File: config.mk
export PLATFORM = sky130hd
export DESIGN_NAME = local_time_to_reference_minutes_core
export DESIGN_NICKNAME = d
export VERILOG_FILES = /design/src/ltrm_pkg.sv /design/src/ltrm_day_count.sv /design/src/ltrm_scale.sv /design/src/ltrm_judge.sv /design/src/local_time_to_reference_minutes_core.sv
export SDC_FILE = /design/constraint.sdc
export NUM_CORES = 1
export LEC_CHECK = 0
export BUFFER_PORTS_ARGS = -buffer_cell sky130_fd_sc_hd__buf_2
export CAP_MARGIN = 20
export CORE_MARGIN = 2
export CORE_UTILIZATION = 60
export CTS_BUF_LIST = sky130_fd_sc_hd__clkbuf_4 sky130_fd_sc_hd__clkbuf_8
export DETAILED_ROUTE_END_ITERATION = 16
export PLACE_DENSITY_LB_ADDON = 0.15
export SKIP_LAST_GASP = 1
export SYNTH_ARGS = -nofsm -noshare
export SYNTH_HDL_FRONTEND = slang
export SYNTH_SLANG_ARGS = --single-unit
File: constraint.sdc
create_clock -name aclk -period 9.1 [get_ports aclk]
set_clock_uncertainty 0.2 [all_clocks]
set_input_delay 2.275 -clock aclk [delete_from_list [all_inputs] [get_ports aclk]]
set_output_delay 2.275 -clock aclk [all_outputs]
set_load 0.03 [all_outputs]
File: src/ltrm_pkg.sv
`timescale 1ns / 1ps

package ltrm_pkg;

    // beat formats on the ports
    typedef struct packed {
        logic [13:0] civil_year;
        logic [3:0]  civil_month;
        logic [4:0]  civil_day;
        logic [4:0]  local_hour;
        logic [5:0]  wall_minute;
        logic        repeat_in_summer;
    } in_beat_t;

    typedef struct packed {
        logic signed [32:0] reference_minutes;
        logic               summer_time;
    } out_beat_t;

    // month classes for the daylight saving decision
    localparam logic [1:0] MCLASS_WINTER  = 2'd0;
    localparam logic [1:0] MCLASS_SUMMER  = 2'd1;
    localparam logic [1:0] MCLASS_MARCH   = 2'd2;
    localparam logic [1:0] MCLASS_OCTOBER = 2'd3;

    // one 400-year era added so the year never goes negative
    localparam logic [14:0] YEAR_BIAS     = 15'd400;
    localparam logic [22:0] DAYS_PER_YEAR = 23'd365;
    // x / 25 as (x * 5243) >> 17, exact for x below 2^13
    localparam logic [12:0] DIV25_MUL     = 13'd5243;
    localparam int          DIV25_SHIFT   = 17;
    localparam int          Q25_W         = 8;
    // x / 7 as (x * 37450) >> 18, exact for x below 2^15
    localparam logic [15:0] DIV7_MUL      = 16'd37450;
    localparam int          DIV7_SHIFT    = 18;
    localparam int          Q7_W          = 12;
    // weekday of march 31 is (wk_sum + 5) mod 7, sunday = 0
    localparam logic [14:0] WDAY_BIAS     = 15'd5;
    localparam logic [33:0] MIN_PER_DAY   = 34'd1440;
    localparam logic [10:0] MIN_PER_HOUR  = 11'd60;
    // biased day count of 1970-01-01 times minutes per day
    localparam logic [32:0] EPOCH_MINUTES = 33'd1246415040;
    localparam logic [32:0] STD_OFFSET    = 33'd60;
    localparam logic [4:0]  MONTH_END_DAY = 5'd31;

    // day count stage output
    typedef struct packed {
        logic [22:0] day_sum;
        logic [14:0] wk_sum;
        logic [1:0]  mclass;
        logic [4:0]  day;
        logic [4:0]  hour;
        logic [5:0]  minute;
        logic        rep;
    } dc_beat_t;

    // scale stage output
    typedef struct packed {
        logic [32:0]     base;
        logic [10:0]     hm;
        logic [14:0]     wk_sum;
        logic [Q7_W-1:0] wk_q;
        logic [1:0]      mclass;
        logic [4:0]      day;
        logic [4:0]      hour;
        logic            rep;
    } sc_beat_t;

    // (153 * shifted_month + 2) / 5, march based, linear past december
    function automatic logic [8:0] doy_base(input logic [3:0] month);
        logic [8:0] r;
        unique case (month)
            4'd0:    r = 9'd275;
            4'd1:    r = 9'd306;
            4'd2:    r = 9'd337;
            4'd3:    r = 9'd0;
            4'd4:    r = 9'd31;
            4'd5:    r = 9'd61;
            4'd6:    r = 9'd92;
            4'd7:    r = 9'd122;
            4'd8:    r = 9'd153;
            4'd9:    r = 9'd184;
            4'd10:   r = 9'd214;
            4'd11:   r = 9'd245;
            4'd12:   r = 9'd275;
            4'd13:   r = 9'd306;
            4'd14:   r = 9'd337;
            default: r = 9'd367;
        endcase
        return r;
    endfunction

    function automatic logic [1:0] month_class(input logic [3:0] month);
        logic [1:0] r;
        if (month > 4'd3 && month < 4'd10) begin
            r = MCLASS_SUMMER;
        end else if (month == 4'd3) begin
            r = MCLASS_MARCH;
        end else if (month == 4'd10) begin
            r = MCLASS_OCTOBER;
        end else begin
            r = MCLASS_WINTER;
        end
        return r;
    endfunction

endpackage

File: src/ltrm_day_count.sv
`timescale 1ns / 1ps

module ltrm_day_count (
    input  logic                aclk,
    input  logic                aresetn,
    input  logic                in_valid,
    output logic                in_ready,
    input  ltrm_pkg::in_beat_t  in_beat,
    output logic                out_valid,
    input  logic                out_ready,
    output ltrm_pkg::dc_beat_t  out_beat
);

    typedef struct packed {
        logic [14:0]                yy;
        logic [14:0]                ym;
        logic [ltrm_pkg::Q25_W-1:0] qa;
        logic [ltrm_pkg::Q25_W-1:0] qb;
        logic [ltrm_pkg::Q25_W-1:0] qam;
        logic [ltrm_pkg::Q25_W-1:0] qbm;
        logic [8:0]                 doyd;
        logic [1:0]                 mclass;
        logic [4:0]                 day;
        logic [4:0]                 hour;
        logic [5:0]                 minute;
        logic                       rep;
    } p1_t;

    logic               s1_valid_reg;
    p1_t                s1_reg;
    p1_t                s1_next;
    logic               s1_ready;
    logic               s2_valid_reg;
    ltrm_pkg::dc_beat_t s2_reg;
    ltrm_pkg::dc_beat_t s2_next;
    logic               s2_ready;

    logic [14:0] yy_c;
    logic [14:0] ym_c;
    logic [25:0] prod_a;
    logic [25:0] prod_b;
    logic [25:0] prod_am;
    logic [25:0] prod_bm;

    // stage 1: biased years and the /25 products
    always_comb begin
        yy_c = 15'(in_beat.civil_year) + ltrm_pkg::YEAR_BIAS
             - ((in_beat.civil_month <= 4'd2) ? 15'd1 : 15'd0);
        ym_c = 15'(in_beat.civil_year) + ltrm_pkg::YEAR_BIAS;
        prod_a  = 26'(yy_c[14:2]) * 26'(ltrm_pkg::DIV25_MUL);
        prod_b  = 26'(yy_c[14:4]) * 26'(ltrm_pkg::DIV25_MUL);
        prod_am = 26'(ym_c[14:2]) * 26'(ltrm_pkg::DIV25_MUL);
        prod_bm = 26'(ym_c[14:4]) * 26'(ltrm_pkg::DIV25_MUL);
        s1_next.yy     = yy_c;
        s1_next.ym     = ym_c;
        s1_next.qa     = prod_a[ltrm_pkg::DIV25_SHIFT +: ltrm_pkg::Q25_W];
        s1_next.qb     = prod_b[ltrm_pkg::DIV25_SHIFT +: ltrm_pkg::Q25_W];
        s1_next.qam    = prod_am[ltrm_pkg::DIV25_SHIFT +: ltrm_pkg::Q25_W];
        s1_next.qbm    = prod_bm[ltrm_pkg::DIV25_SHIFT +: ltrm_pkg::Q25_W];
        s1_next.doyd   = ltrm_pkg::doy_base(in_beat.civil_month) + 9'(in_beat.civil_day);
        s1_next.mclass = ltrm_pkg::month_class(in_beat.civil_month);
        s1_next.day    = in_beat.civil_day;
        s1_next.hour   = in_beat.local_hour;
        s1_next.minute = in_beat.wall_minute;
        s1_next.rep    = in_beat.repeat_in_summer;
    end

    // stage 2: biased day count and weekday sum
    always_comb begin
        s2_next.day_sum = 23'(s1_reg.yy) * ltrm_pkg::DAYS_PER_YEAR
                        + 23'(s1_reg.yy[14:2]) - 23'(s1_reg.qa) + 23'(s1_reg.qb)
                        + 23'(s1_reg.doyd);
        s2_next.wk_sum  = s1_reg.ym + 15'(s1_reg.ym[14:2]) - 15'(s1_reg.qam)
                        + 15'(s1_reg.qbm) + ltrm_pkg::WDAY_BIAS;
        s2_next.mclass  = s1_reg.mclass;
        s2_next.day     = s1_reg.day;
        s2_next.hour    = s1_reg.hour;
        s2_next.minute  = s1_reg.minute;
        s2_next.rep     = s1_reg.rep;
    end

    assign s2_ready = !s2_valid_reg || out_ready;
    assign s1_ready = !s1_valid_reg || s2_ready;
    assign in_ready = s1_ready;

    always_ff @(posedge aclk) begin
        if (!aresetn) begin
            s1_valid_reg <= 1'b0;
            s2_valid_reg <= 1'b0;
        end else begin
            if (s1_ready) begin
                s1_valid_reg <= in_valid;
            end
            if (s2_ready) begin
                s2_valid_reg <= s1_valid_reg;
            end
        end
    end

    always_ff @(posedge aclk) begin
        if (s1_ready && in_valid) begin
            s1_reg <= s1_next;
        end
        if (s2_ready && s1_valid_reg) begin
            s2_reg <= s2_next;
        end
    end

    assign out_valid = s2_valid_reg;
    assign out_beat  = s2_reg;

endmodule

File: src/ltrm_scale.sv
`timescale 1ns / 1ps

module ltrm_scale (
    input  logic               aclk,
    input  logic               aresetn,
    input  logic               in_valid,
    output logic               in_ready,
    input  ltrm_pkg::dc_beat_t in_beat,
    output logic               out_valid,
    input  logic               out_ready,
    output ltrm_pkg::sc_beat_t out_beat
);

    logic               valid_reg;
    ltrm_pkg::sc_beat_t beat_reg;
    ltrm_pkg::sc_beat_t beat_next;
    logic [33:0]        base_prod;
    logic [30:0]        wk_prod;

    // days to minutes, and weekday quotient by 7
    always_comb begin
        base_prod = 34'(in_beat.day_sum) * ltrm_pkg::MIN_PER_DAY;
        wk_prod   = 31'(in_beat.wk_sum) * 31'(ltrm_pkg::DIV7_MUL);
        beat_next.base   = base_prod[32:0];
        beat_next.hm     = 11'(in_beat.hour) * ltrm_pkg::MIN_PER_HOUR
                         + 11'(in_beat.minute);
        beat_next.wk_sum = in_beat.wk_sum;
        beat_next.wk_q   = wk_prod[ltrm_pkg::DIV7_SHIFT +: ltrm_pkg::Q7_W];
        beat_next.mclass = in_beat.mclass;
        beat_next.day    = in_beat.day;
        beat_next.hour   = in_beat.hour;
        beat_next.rep    = in_beat.rep;
    end

    assign in_ready = !valid_reg || out_ready;

    always_ff @(posedge aclk) begin
        if (!aresetn) begin
            valid_reg <= 1'b0;
        end else if (in_ready) begin
            valid_reg <= in_valid;
        end
    end

    always_ff @(posedge aclk) begin
        if (in_ready && in_valid) begin
            beat_reg <= beat_next;
        end
    end

    assign out_valid = valid_reg;
    assign out_beat  = beat_reg;

endmodule

File: src/ltrm_judge.sv
`timescale 1ns / 1ps

module ltrm_judge (
    input  logic                aclk,
    input  logic                aresetn,
    input  logic                in_valid,
    output logic                in_ready,
    input  ltrm_pkg::sc_beat_t  in_beat,
    output logic                out_valid,
    input  logic                out_ready,
    output ltrm_pkg::out_beat_t out_beat
);

    localparam logic [4:0] START_HOUR = 5'd2;
    localparam logic [4:0] END_HOUR   = 5'd3;

    logic                valid_reg;
    ltrm_pkg::out_beat_t beat_reg;
    ltrm_pkg::out_beat_t beat_next;
    logic [14:0]         wd_full;
    logic [2:0]          wd_mar;
    logic [2:0]          wd_oct;
    logic [4:0]          mar_sun;
    logic [4:0]          oct_sun;
    logic                dst;
    logic [32:0]         total;

    always_comb begin
        // remainder by 7: sum - 8q + q
        wd_full = in_beat.wk_sum - {in_beat.wk_q, 3'b000} + 15'(in_beat.wk_q);
        wd_mar  = wd_full[2:0];
        // october 31 falls 214 days later, four weekdays on
        wd_oct  = (wd_mar >= 3'd3) ? wd_mar - 3'd3 : wd_mar + 3'd4;
        mar_sun = ltrm_pkg::MONTH_END_DAY - 5'(wd_mar);
        oct_sun = ltrm_pkg::MONTH_END_DAY - 5'(wd_oct);
        unique case (in_beat.mclass)
            ltrm_pkg::MCLASS_SUMMER: begin
                dst = 1'b1;
            end
            ltrm_pkg::MCLASS_MARCH: begin
                dst = (in_beat.day > mar_sun)
                   || (in_beat.day == mar_sun && in_beat.hour >= START_HOUR);
            end
            ltrm_pkg::MCLASS_OCTOBER: begin
                if (in_beat.day == oct_sun && in_beat.hour == START_HOUR) begin
                    dst = in_beat.rep;
                end else begin
                    dst = (in_beat.day < oct_sun)
                       || (in_beat.day == oct_sun && in_beat.hour < END_HOUR);
                end
            end
            default: begin
                dst = 1'b0;
            end
        endcase
        total = in_beat.base + 33'(in_beat.hm)
              + (dst ? 33'd0 : ltrm_pkg::STD_OFFSET) - ltrm_pkg::EPOCH_MINUTES;
        beat_next.reference_minutes = $signed(total);
        beat_next.summer_time       = dst;
    end

    assign in_ready = !valid_reg || out_ready;

    always_ff @(posedge aclk) begin
        if (!aresetn) begin
            valid_reg <= 1'b0;
        end else if (in_ready) begin
            valid_reg <= in_valid;
        end
    end

    always_ff @(posedge aclk) begin
        if (in_ready && in_valid) begin
            beat_reg <= beat_next;
        end
    end

    assign out_valid = valid_reg;
    assign out_beat  = beat_reg;

endmodule

File: src/local_time_to_reference_minutes_core.sv
`timescale 1ns / 1ps

// channel   ports                          beat
// input     s_valid s_ready s_payload      local timestamp (in_beat_t)
// result    m_valid m_ready m_payload      reference minutes, dst flag (out_beat_t)
//
// one beat per cycle sustained while m_ready stays high
// four register stages: /25 products, day sums, the 1440x and /7 multiplies, output
// reset is synchronous and clears only the stage valid bits
// ready ripples back from m_ready; a full stage holds while its successor is stalled

module local_time_to_reference_minutes_core (
    input  logic                aclk,
    input  logic                aresetn,
    input  logic                s_valid,
    output logic                s_ready,
    input  ltrm_pkg::in_beat_t  s_payload,
    output logic                m_valid,
    input  logic                m_ready,
    output ltrm_pkg::out_beat_t m_payload
);

    // day count to scale
    logic               dc_valid;
    logic               dc_ready;
    ltrm_pkg::dc_beat_t dc_beat;

    // scale to judge
    logic               sc_valid;
    logic               sc_ready;
    ltrm_pkg::sc_beat_t sc_beat;

    // stages 1-2: biased days since era start, weekday sum of march 31
    ltrm_day_count u_day_count (
        .aclk      (aclk),
        .aresetn   (aresetn),
        .in_valid  (s_valid),
        .in_ready  (s_ready),
        .in_beat   (s_payload),
        .out_valid (dc_valid),
        .out_ready (dc_ready),
        .out_beat  (dc_beat)
    );

    // stage 3: days to minutes, weekday quotient
    ltrm_scale u_scale (
        .aclk      (aclk),
        .aresetn   (aresetn),
        .in_valid  (dc_valid),
        .in_ready  (dc_ready),
        .in_beat   (dc_beat),
        .out_valid (sc_valid),
        .out_ready (sc_ready),
        .out_beat  (sc_beat)
    );

    // stage 4: last sundays, dst decision, final sum into the output register
    ltrm_judge u_judge (
        .aclk      (aclk),
        .aresetn   (aresetn),
        .in_valid  (sc_valid),
        .in_ready  (sc_ready),
        .in_beat   (sc_beat),
        .out_valid (m_valid),
        .out_ready (m_ready),
        .out_beat  (m_payload)
    );

endmodule

==> results.sh <==
export IMPL_drtIter0Drc=928
export IMPL_numPortBuffers=74
export IMPL_synthMuxAreaShare_pct=0.261
export IMPL_initial_core_util_pct=60.7
export IMPL_vias=20100
export IMPL_slowest_delay_ns=0.54
export IMPL_seq_area_frac_synth_pct=23.1
export IMPL_synth_simple_area_share_pct=4.94
export IMPL_hold_viol=0
export IMPL_synthXorXnorAreaFrac_pct=4.54
export IMPL_fin_crit_ns=8.68
export IMPL_wire_per_inst_um=16.0
export IMPL_yosysWarnings=0
export IMPL_period_share_pct=95.4
export IMPL_setup_viol=0
export IMPL_num_rows=83
export IMPL_synth_distinct_cells=76
export IMPL_slew_headroom_pct=24.7
export IMPL_cts_tree="built"
export IMPL_syn2layout_area_growth_pct=9.68
export IMPL_cp_slowest_cell="fa_1"
export IMPL_cts_reportedPaths_clkPinSlew_ns=0.06
export IMPL_drtPass1Iterations=5
export IMPL_critical_path_class="in -> reg"
export IMPL_post_synth_top_count_cell="inv_1"
export IMPL_core_area_um2=51400
export IMPL_synth_top_family_by_area="adder cells"
export IMPL_end_kind="flip-flop"
export IMPL_synthCells=2915
export IMPL_nets=4174
export IMPL_pre_cts_ws_ns=-0.296
export IMPL_largest_register_ffs=88
export IMPL_synth_top_cells_by_area="ha_1, fa_1, edfxtp_1"
export IMPL_r2r_slack_ns=2.33
export IMPL_cts_max_path_buffers=3
export IMPL_grt_setup_unrepaired="false"
export IMPL_tightest_slew_ns=1.12
export IMPL_cts_setup_buffers=0
export IMPL_critPathArrivalTime_ns=8.81
export IMPL_syn_cell_area_um2=31200
export IMPL_drive_gt1_share_pct=9.00
export IMPL_routed_via_density=5.24
export IMPL_fmax_mhz=115
export IMPL_synth_edf_count=237
export IMPL_fp_dieH_um=232
export IMPL_cts_root_buf="clkbuf_8"
export IMPL_grt_pass1_vias=21800
export IMPL_avgSynthCellArea_um2=10.7
export IMPL_hpwl_um=53100
export IMPL_ys_top_cells_by_count="inv_1, ha_1, fa_1"
export IMPL_crit_fanout=4
export IMPL_whs_ns=0.205
export IMPL_fin_area_um2=34200
export IMPL_async_flop_share_pct=0
export IMPL_synth_compound_area_share_pct=7.94
export IMPL_synth_ff_type="edfxtp_1"
export IMPL_postLayoutSetupSlackWorst_ns=0.417
export IMPL_ant_nets=0
export IMPL_antenna_found_initial=1
export IMPL_ys_ff_latch=241
export IMPL_crit_top_cell="fa_1"
export IMPL_grt_pass1_wl_um=104000
export IMPL_die_w_um=232
export IMPL_synthAdderAreaFrac_pct=49.4
export IMPL_dpl_cell_area_um2=33300
export IMPL_htreeDepth=2
export IMPL_synth_area_leader_cell="ha_1"
export IMPL_cts_sinks=241
export IMPL_dieArea_um2=53800
export IMPL_numCtsBuffers=41
export IMPL_io_pins=75
export IMPL_syn_nets=3962
export IMPL_worstPathRequired_ns=9.22
export IMPL_clock_latency_ns=0.59
export IMPL_cap_violations=0
export IMPL_hold_class="reg -> reg"
export IMPL_synth_top_area_share_pct=25.4
export IMPL_drc=0
export IMPL_grt_usage_pct=24.2
export IMPL_grt_start_max_net_pins=74
export IMPL_critPathLaunchType="input pin"
export IMPL_slew_viol_final=0
export IMPL_gp_congestion=0.907
export IMPL_wirelength_um=61300
export IMPL_overflow=0
export IMPL_status="complete, no violations"
what timing repair did:
item / CTS / global route
hold buffers: 0 / 0
setup endpoints to repair: 0 / 9
endpoints found under the hold margin: 0 / 0
resized for setup: 0 / 7
area by class of cell:
cell class                 instances  area (um2)
sequential                       241        7200
antenna                            1        2.50
multi-input combinational       1858       21100
timing repair buffer             177        1140
tap                              680         851
clock inverter                    26         265
clock buffer                      46         602
inverter                         808        3030
fill                            3997       17200
kinds of logic (layout without fill, tap and decap cells):
kind of cell / count (synthesis) / count (layout)
simple gates: 308 / 308
other cells: 0 / 1
flops: 241 / 241
mux: 8 / 8
xor+xnor: 160 / 160
fa+ha+maj: 1008 / 1008
buf+inv: 816 / 1057
compound gates: 374 / 374
path summary, 6_finish.rpt:
kind	from	to	cells past startpoint
setup / recovery	s_payload[25]	u_day_count.s1_reg[50]	27
setup reg to reg	u_scale.out_beat[25]	u_judge.out_beat[30]	28
hold reg to reg	u_day_count.s1_reg[1]	u_day_count.out_beat[1]	0
hold / removal	u_day_count.s1_reg[1]	u_day_count.out_beat[1]	0
metal layers:
metal | up-vias | share of wire (%) | GRT usage, % | wire, um
met2 | 362 | 51 | 44.4 | 31200
met3 | 109 | 2.9 | 2.01 | 1760
li1 | 9926 | - | - | -
met4 | 0 | 2.9 | 7.43 | 1810
met5 | - | 0 | 0 | 0
met1 | 9695 | 43 | 30.3 | 26500
critical path: cells and delay by family:
| kind | cells | cell delay, ns |
|---|---|---|
| AND/OR/NAND/NOR | 3 | 0.44 |
| AO/OA/AOI/OAI | 7 | 1.70 |
| XOR/XNOR | 3 | 0.59 |
| buffers and inverters | 6 | 0.54 |
| adder cells (fa/ha/maj) | 8 | 3.26 |
placed cells by master (no fill, tap or decap), types with 7 or more instances in the layout:
cell type  instances
a21oi_1          105
buf_2             74
and3_1            11
xnor2_2            8
buf_4            103
xnor2_1          105
nor2_1            86
nor3_1            23
nand3_1           30
clkinv_1          11
nand2b_1          14
inv_1            804
o21ai_0           61
a31oi_1            9
xor2_1            40
nor2b_1           16
mux2i_1            7
nand4_1           10
nand2_1           64
or3_1             11
edfxtp_1         237
a211oi_1          16
a21o_1            46
fa_1             375
clkbuf_8          41
ha_1             632
o211ai_1          12
o21bai_1          13
o21a_1            28
stage by stage:
stage                     std cells  setup TNS (ns)  util [%]
after floorplan                2915               0         -
after global placement         3764          -0.975      64.8
after detailed placement       3764           -1.75      64.8
after CTS                      3836               0      66.5
after global routing           3837               0      66.6
final                          3837               0      66.6
Power is left out: the tool's default activity adds up to more than one toggle a clock period on the data nets, which glitch-free logic cannot reach.
